**src/hw/rtl/sv39_page_table_builder_unit_defines.svh**
```systemverilog
// Assertion macros shared by the Sv39 page table builder RTL.
// Depends on nothing; files that check their own logic include it.
`ifndef SV39_PAGE_TABLE_BUILDER_UNIT_DEFINES_SVH
`define SV39_PAGE_TABLE_BUILDER_UNIT_DEFINES_SVH

`ifndef SYNTHESIS
`define SV39PTB_ASSERT_IMPL(lbl, ck, rn, ante, cons, msg) \
	lbl: assert property (@(posedge ck) disable iff (!rn) (ante) |-> (cons)) else $error(msg);
`define SV39PTB_ASSERT_NEXT(lbl, ck, rn, ante, cons, msg) \
	lbl: assert property (@(posedge ck) disable iff (!rn) (ante) |=> (cons)) else $error(msg);
`else
`define SV39PTB_ASSERT_IMPL(lbl, ck, rn, ante, cons, msg)
`define SV39PTB_ASSERT_NEXT(lbl, ck, rn, ante, cons, msg)
`endif

`endif

```
**src/hw/rtl/sv39ptb_pkg.sv**
```systemverilog
// Types, constants and codes of the Sv39 page table builder.
// Depends on nothing; the pointer unit, walker and top level import it.
package sv39ptb_pkg;

	localparam int TABLE_PAGES_DEF   = 64;
	localparam int ENTRIES_PER_TABLE = 512;
	localparam int IDX_W             = 9;
	localparam int VPN_W             = 27;
	localparam int PPN_W             = 44;
	localparam int PTE_W             = 54;
	localparam int PERM_W            = 8;
	localparam int PPN_SHIFT         = 10;

	typedef struct packed {
		logic [VPN_W-1:0]  virt_page;
		logic [PPN_W-1:0]  phys_page;
		logic [PERM_W-1:0] permissions;
		logic              last_page;
	} in_item_t;

	typedef struct packed {
		logic [PTE_W-1:0] leaf_entry;
		logic [1:0]       tables_added;
		logic             out_of_tables;
		logic             region_end;
	} out_item_t;

	typedef enum logic [3:0] {
		ST_CLEAR,
		ST_IDLE,
		ST_CHK2,
		ST_CHK1,
		ST_ALLOC,
		ST_WR2,
		ST_WR1,
		ST_WR0,
		ST_DONE
	} walk_state_t;

	typedef enum logic {
		PTR_SUB,
		PTR_ADD
	} ptr_op_t;

	typedef struct packed {
		ptr_op_t          op;
		logic [PPN_W-1:0] operand;
	} ptr_req_t;

	typedef struct packed {
		logic [PPN_W-1:0] result;
		logic             below_free;
	} ptr_rsp_t;

endpackage

```
**src/hw/rtl/sv39ptb_ptr_unit.sv**
```systemverilog
// Shared 44-bit add and subtract unit for table pointers, with the taken-page check.
// Depends on sv39ptb_pkg.
module sv39ptb_ptr_unit import sv39ptb_pkg::*; #(
	parameter int TABLE_PAGES = TABLE_PAGES_DEF
) (
	input  logic [PPN_W-1:0]                   base_ppn,
	input  logic [$clog2(TABLE_PAGES+1)-1:0]   next_free,
	input  ptr_req_t                           req,
	output ptr_rsp_t                           rsp
);

	logic             sub;
	logic [PPN_W-1:0] b_op;
	logic [PPN_W-1:0] sum;

	assign sub  = (req.op == PTR_SUB);
	assign b_op = base_ppn ^ {PPN_W{sub}};
	assign sum  = req.operand + b_op + PPN_W'(sub);

	assign rsp.result     = sum;
	assign rsp.below_free = (sum < PPN_W'(next_free));

endmodule

```
**src/hw/rtl/sv39ptb_walker.sv**
```systemverilog
// Sequencer that clears the table store, walks levels 2 and 1, takes pages and writes entries.
// Depends on sv39ptb_pkg, sv39ptb_ptr_unit and the assertion defines header; drives the table store port.
`include "sv39_page_table_builder_unit_defines.svh"
module sv39ptb_walker import sv39ptb_pkg::*; #(
	parameter int TABLE_PAGES = TABLE_PAGES_DEF
) (
	input  logic                                                 clk,
	input  logic                                                 arst_n,
	input  logic [PPN_W-1:0]                                     base_ppn,
	input  logic                                                 in_valid,
	output logic                                                 in_stall,
	input  in_item_t                                             in_data,
	output logic                                                 out_valid,
	input  logic                                                 out_stall,
	output out_item_t                                            out_data,
	output logic [$clog2(TABLE_PAGES)+IDX_W-1:0]                 ram_addr,
	output logic                                                 ram_we,
	output logic [PTE_W-1:0]                                     ram_wdata,
	input  logic [PTE_W-1:0]                                     ram_rdata
);

	localparam int PW    = $clog2(TABLE_PAGES);
	localparam int NFW   = $clog2(TABLE_PAGES + 1);
	localparam int AW    = PW + IDX_W;
	localparam int DEPTH = TABLE_PAGES * ENTRIES_PER_TABLE;

	walk_state_t      state_q, state_d;
	in_item_t         item_q;
	logic [PW-1:0]    l1_page_q, l0_page_q;
	logic             new2_q, new1_q, err_q;
	logic [1:0]       needed_q;
	logic [NFW-1:0]   next_free_q;
	logic [AW-1:0]    clr_addr_q;
	logic             out_valid_q;
	out_item_t        out_q;

	ptr_req_t         ptr_req;
	ptr_rsp_t         ptr_rsp;
	logic [PW-1:0]    rel_page;
	logic [IDX_W-1:0] idx2, idx1, idx0;
	logic             accept, out_free, no_room, entry_valid;
	logic [PTE_W-1:0] leaf;

	sv39ptb_ptr_unit #(
		.TABLE_PAGES(TABLE_PAGES)
	) u_ptr (
		.base_ppn (base_ppn),
		.next_free(next_free_q),
		.req      (ptr_req),
		.rsp      (ptr_rsp)
	);

	assign idx2        = item_q.virt_page[3*IDX_W-1:2*IDX_W];
	assign idx1        = item_q.virt_page[2*IDX_W-1:IDX_W];
	assign idx0        = item_q.virt_page[IDX_W-1:0];
	assign rel_page    = ptr_rsp.result[PW-1:0];
	assign entry_valid = ram_rdata[0];
	assign accept      = in_valid && !in_stall;
	assign out_free    = !out_valid_q || !out_stall;
	assign no_room     = ((NFW+1)'(next_free_q) + (NFW+1)'(needed_q)) > (NFW+1)'(TABLE_PAGES);
	assign leaf        = {item_q.phys_page, 2'b00, item_q.permissions[PERM_W-1:1], 1'b1};

	always_comb begin
		state_d = state_q;
		case (state_q)
			ST_CLEAR: begin
				if (clr_addr_q == AW'(DEPTH - 1)) begin
					state_d = ST_IDLE;
				end
			end
			ST_IDLE: begin
				if (accept) begin
					state_d = ST_CHK2;
				end
			end
			ST_CHK2: begin
				if (!entry_valid) begin
					state_d = ST_ALLOC;
				end else if (!ptr_rsp.below_free) begin
					state_d = ST_DONE;
				end else begin
					state_d = ST_CHK1;
				end
			end
			ST_CHK1: begin
				if (entry_valid && !ptr_rsp.below_free) begin
					state_d = ST_DONE;
				end else begin
					state_d = ST_ALLOC;
				end
			end
			ST_ALLOC: begin
				if (no_room) begin
					state_d = ST_DONE;
				end else if (new2_q) begin
					state_d = ST_WR2;
				end else if (new1_q) begin
					state_d = ST_WR1;
				end else begin
					state_d = ST_WR0;
				end
			end
			ST_WR2: state_d = ST_WR1;
			ST_WR1: state_d = ST_WR0;
			ST_WR0: state_d = ST_DONE;
			ST_DONE: begin
				if (out_free) begin
					state_d = ST_IDLE;
				end
			end
			default: state_d = ST_IDLE;
		endcase
	end

	always_comb begin
		in_stall        = (state_q != ST_IDLE);
		ram_we          = 1'b0;
		ram_addr        = {PW'(0), in_data.virt_page[3*IDX_W-1:2*IDX_W]};
		ram_wdata       = '0;
		ptr_req.op      = PTR_SUB;
		ptr_req.operand = ram_rdata[PTE_W-1:PPN_SHIFT];
		case (state_q)
			ST_CLEAR: begin
				ram_we   = 1'b1;
				ram_addr = clr_addr_q;
			end
			ST_CHK2: ram_addr = {rel_page, idx1};
			ST_WR2: begin
				ptr_req.op      = PTR_ADD;
				ptr_req.operand = PPN_W'(next_free_q);
				ram_we          = 1'b1;
				ram_addr        = {PW'(0), idx2};
				ram_wdata       = {ptr_rsp.result, (PPN_SHIFT-1)'(0), 1'b1};
			end
			ST_WR1: begin
				ptr_req.op      = PTR_ADD;
				ptr_req.operand = PPN_W'(next_free_q);
				ram_we          = 1'b1;
				ram_addr        = {l1_page_q, idx1};
				ram_wdata       = {ptr_rsp.result, (PPN_SHIFT-1)'(0), 1'b1};
			end
			ST_WR0: begin
				ram_we    = 1'b1;
				ram_addr  = {l0_page_q, idx0};
				ram_wdata = leaf;
			end
			default: ;
		endcase
	end

	always_ff @(posedge clk or negedge arst_n) begin
		if (!arst_n) begin
			state_q     <= ST_CLEAR;
			next_free_q <= NFW'(1);
			clr_addr_q  <= '0;
			out_valid_q <= 1'b0;
		end else begin
			state_q <= state_d;
			if (state_q == ST_CLEAR) begin
				clr_addr_q <= clr_addr_q + AW'(1);
			end
			if (state_q == ST_WR2 || state_q == ST_WR1) begin
				next_free_q <= next_free_q + NFW'(1);
			end
			if (state_q == ST_DONE && out_free) begin
				out_valid_q <= 1'b1;
			end else if (!out_stall) begin
				out_valid_q <= 1'b0;
			end
		end
	end

	always_ff @(posedge clk) begin
		case (state_q)
			ST_IDLE: begin
				if (accept) begin
					item_q   <= in_data;
					new2_q   <= 1'b0;
					new1_q   <= 1'b0;
					err_q    <= 1'b0;
					needed_q <= 2'd0;
				end
			end
			ST_CHK2: begin
				if (!entry_valid) begin
					new2_q   <= 1'b1;
					new1_q   <= 1'b1;
					needed_q <= 2'd2;
				end else if (!ptr_rsp.below_free) begin
					err_q <= 1'b1;
				end else begin
					l1_page_q <= rel_page;
				end
			end
			ST_CHK1: begin
				if (!entry_valid) begin
					new1_q   <= 1'b1;
					needed_q <= 2'd1;
				end else if (!ptr_rsp.below_free) begin
					err_q <= 1'b1;
				end else begin
					l0_page_q <= rel_page;
				end
			end
			ST_ALLOC: begin
				if (no_room) begin
					err_q <= 1'b1;
				end
			end
			ST_WR2: l1_page_q <= next_free_q[PW-1:0];
			ST_WR1: l0_page_q <= next_free_q[PW-1:0];
			ST_DONE: begin
				if (out_free) begin
					out_q.leaf_entry    <= err_q ? '0 : leaf;
					out_q.tables_added  <= err_q ? 2'd0 : needed_q;
					out_q.out_of_tables <= err_q;
					out_q.region_end    <= item_q.last_page;
				end
			end
			default: ;
		endcase
	end

	assign out_valid = out_valid_q;
	assign out_data  = out_q;

	`SV39PTB_ASSERT_IMPL(a_free_in_range, clk, arst_n, 1'b1, next_free_q <= NFW'(TABLE_PAGES), "free page count beyond store")
	`SV39PTB_ASSERT_NEXT(a_free_only_on_take, clk, arst_n, state_q != ST_WR2 && state_q != ST_WR1, $stable(next_free_q), "free page count moved outside a table write")
	`SV39PTB_ASSERT_IMPL(a_error_word_zero, clk, arst_n, out_valid_q && out_q.out_of_tables, out_q.leaf_entry == '0 && out_q.tables_added == 2'd0, "error word carries a mapping")

endmodule

```
**config.mk**
```make
export PLATFORM = sky130hd
export DESIGN_NAME = sv39ptb_walker
export DESIGN_NICKNAME = d
export VERILOG_FILES = /design/src/hw/rtl/sv39ptb_pkg.sv /design/src/hw/rtl/sv39ptb_ptr_unit.sv /design/src/hw/rtl/sv39ptb_walker.sv
export VERILOG_INCLUDE_DIRS = /design/src /design/src/hw/rtl
export SDC_FILE = /design/constraint.sdc
export NUM_CORES = 1
export LEC_CHECK = 0
export BUFFER_PORTS_ARGS = -buffer_cell sky130_fd_sc_hd__buf_2
export CORE_UTILIZATION = 50
export DETAILED_ROUTE_END_ITERATION = 12
export PLACE_DENSITY = 0.76
export SLEW_MARGIN = 0
export SYNTH_ARGS = -nofsm -noshare
export SYNTH_HDL_FRONTEND = slang
export SYNTH_SLANG_ARGS = --single-unit
```
**constraint.sdc**
```tcl
create_clock -name clk -period 7.26 [get_ports clk]
set_input_delay 1.815 -clock clk [delete_from_list [all_inputs] [get_ports clk]]
set_output_delay 1.815 -clock clk [all_outputs]
set_load 0.01 [all_outputs]
```
==> flow_metrics.env <==
export IMPL_status="complete, no violations"
export IMPL_antenna_found_initial=2
export IMPL_routedWlPerCell_um=18.7
export IMPL_period_minus_slack_ns=7.07
export IMPL_hold_buffers=0
export IMPL_use_met2=0.444
export IMPL_fp_dieW_um=154
export IMPL_synth_seq_area_share=0.451
export IMPL_gp_congestion=0.907
export IMPL_critical_path_class="in -> out"
export IMPL_start_util=0.512
export IMPL_worstMarginPinSlew_ns=1.23
export IMPL_flow_area_growth_from_synthesis_pct=20.8
export IMPL_slew_viol_final=0
export IMPL_power_leakage_nw=5.85
export IMPL_cts_sinks=179
export IMPL_cap_violations=0
export IMPL_htreeDepth=4
export IMPL_clock_skew_ns=0.0157
export IMPL_wirelength_mm=32.6
export IMPL_required_ns=5.45
export IMPL_busiest_layer="met2"
export IMPL_first_global_vias=9672
export IMPL_portBuffers=297
export IMPL_cp_end_kind="primary output"
export IMPL_grt_use_met3=0.0510
export IMPL_synth_ff_type="edfxtp_1"
export IMPL_mostFrequentLayoutCells="buf_2 (297), edfxtp_1 (152), nand2_1 (110)"
export IMPL_n_fill_cell=1944
export IMPL_avgSynthCellArea_um2=9.91
export IMPL_dieArea_um2=23900
export IMPL_utilization=0.618
export IMPL_timing_final_crit_share=0.973
export IMPL_hold_viol=0
export IMPL_dp_cells=1711
export IMPL_grt_overflow=0
export IMPL_fmax_ghz=0.142
export IMPL_hp_class="reg -> reg"
export IMPL_rows=55
export IMPL_cts_root_buf="clkbuf_16"
export IMPL_grt_pass1_wl_mm=50.7
export IMPL_syn_inst=1172
export IMPL_cts_buffers=17
export IMPL_tns_ns=0
export IMPL_critPathArrivalTime_ns=5.25
export IMPL_rsz0062_at_grt="false"
export IMPL_route_detailed_drc=0
export IMPL_synth_seq_cells=179
export IMPL_core_um2=22700
export IMPL_cp_max_fo=5
export IMPL_yosysWarningCount=0
export IMPL_ios=312
export IMPL_place_area_um2=13400
export IMPL_power_density_nw_per_um2=416
export IMPL_grt_total_usage=0.274
export IMPL_yosys_cell_types_count=86
export IMPL_instances_no_fill=1744
export IMPL_design_area_um2=14000
export IMPL_die_h_um=154
export IMPL_setup_viol=0
export IMPL_drt_pass1_iterations=5
export IMPL_synthArstFlopShare=0.151
export IMPL_synth_edff_count=152
export IMPL_grt_max_degree=76
export IMPL_layout_commonest_cell="buf_2"
export IMPL_clock_latency_ns=0.44
export IMPL_dpl_hpwl_mm=24.7
export IMPL_n_antenna_cell=0
export IMPL_num_vias=10300
export IMPL_cts_tree="built"
export IMPL_critPathLaunchType="input pin"
export IMPL_max_slew_margin=0.178
export IMPL_drive_gt1_frac=0.263
export IMPL_drt_initial_drc_count=784
export IMPL_grtUsageMet1=0.374
export IMPL_clk_pin_slew_ns=0.08
export IMPL_ant_nets=0
export IMPL_synthesis_area_um2=11600
export IMPL_vdd_ir_drop_max_uv=228
export IMPL_final_nets=1682
export IMPL_viasPerCell=5.89
export IMPL_clk_path_buf_depth=2
[timing repair]
action	CTS	global route
endpoints found under the setup margin	0	2
gates resized for setup	0	2
setup buffers	0	1
endpoints found under the hold margin	0	0
[logic make-up (layout without fill, tap and decap cells)]
family                     after synthesis  in the layout  synth area share
AOI/OAI and AO/OA                      314            314             0.183
xor gates and xnor gates               100            100            0.0754
adders and majority gates               54             54            0.0594
buffers and inverters                  105            389            0.0367
DFF                                    179            179             0.451
muxes                                    8              8           0.00721
other                                    1              4          0.000323
and+or+nand+nor                        411            411             0.186
[where the power goes]
part | internal [mW] | switching, mW | leakage [nW]
Combinational | 1.32 | 2.09 | 3.81
Clock | 0.469 | 0.479 | 0.289
Sequential | 1.36 | 0.135 | 1.75
[state kept, by name, indices dropped and copies added, names as in the netlist]
register,cells
clr_addr_q,15
err_q,1
idx0,9
idx1,9
idx2,9
item_q,52
l0_page_q,6
l1_page_q,6
needed_q,2
new1_q,1
new2_q,1
next_free_q,7
out_data,56
out_valid,1
state_q,4
[layer usage]
layer / vias up / part of all wire
met4: 2 / 0.021
li1: 4853 / -
met2: 490 / 0.46
met1: 4865 / 0.44
met3: 55 / 0.081
met5: - / 0.00052
[cells in the mapped netlist, drive strengths merged (21+ instances only)]
master  number  share of area
a21o        24          0.016
buf         21         0.0096
nand4       23          0.012
inv         34          0.011
and2        55          0.030
nor2        70          0.023
dfrtp       26          0.056
a22o        21          0.016
xnor2       78          0.059
edfxtp     152           0.39
xor2        22          0.017
clkbuf      50          0.016
nor2b       60          0.032
ha          52          0.056
nand2      113          0.037
o21ai       78          0.034
a21oi       58          0.026
[critical path: stages]
cell and delay [ns]:
buf_2 0.14, nor2b_1 0.14, o21ai_1 0.10, and2_1 0.20, inv_1 0.07, fa_1 0.41, nand2b_1 0.19, a21oi_2 0.23
a311oi_2 0.20, a21o_1 0.27, and2_4 0.18, o41ai_4 0.45, buf_4 0.21, nor4_1 0.04, a41oi_1 0.25, a31o_2 0.20
buf_2 0.13
[metrics by stage]
step | hold slack, ns | total power, mW | setup slack (ns)
after global routing | 0.464 | 6.24 | 0.00386
after floorplan | 0.400 | 3.80 | 0.470
after CTS | 0.448 | 5.81 | 0.218
after global placement | 0.401 | 4.78 | -0.0383
after detailed placement | 0.423 | 4.84 | -0.0833
final | 0.444 | 5.84 | 0.195
[layout make-up]
| type | instances | area (um2) | share of cell area |
|---|---|---|---|
| clock buffers | 17 | 425 | 0.0303 |
| clock inverters | 15 | 178 | 0.0127 |
| inverters | 34 | 128 | 0.00909 |
| multi-input cells | 891 | 6010 | 0.428 |
| flip-flops and latches | 179 | 5240 | 0.373 |
| well taps | 285 | 357 | 0.0254 |
| repair buffers | 323 | 1690 | 0.121 |
[path summary, 6_finish.rpt]
| kind | start | end | slack [ns] | depth (start not counted) |
|---|---|---|---|---|
| max | base_ppn[0] | ram_wdata[52] | 0.19 | 17 |
| min | item_q[0] | out_data[0] | 0.44 | 0 |
| max reg2reg | state_q[3] | l0_page_q[2] | 0.54 | 23 |
| min reg2reg | item_q[0] | out_data[0] | 0.44 | 0 |
| max in group asynchronous | arst_n | state_q[0] | 5.41 | 1 |
| min in group asynchronous | arst_n | clr_addr_q[4] | 1.40 | 1 |
No activity file was read; power rests on OpenSTA's default activity.
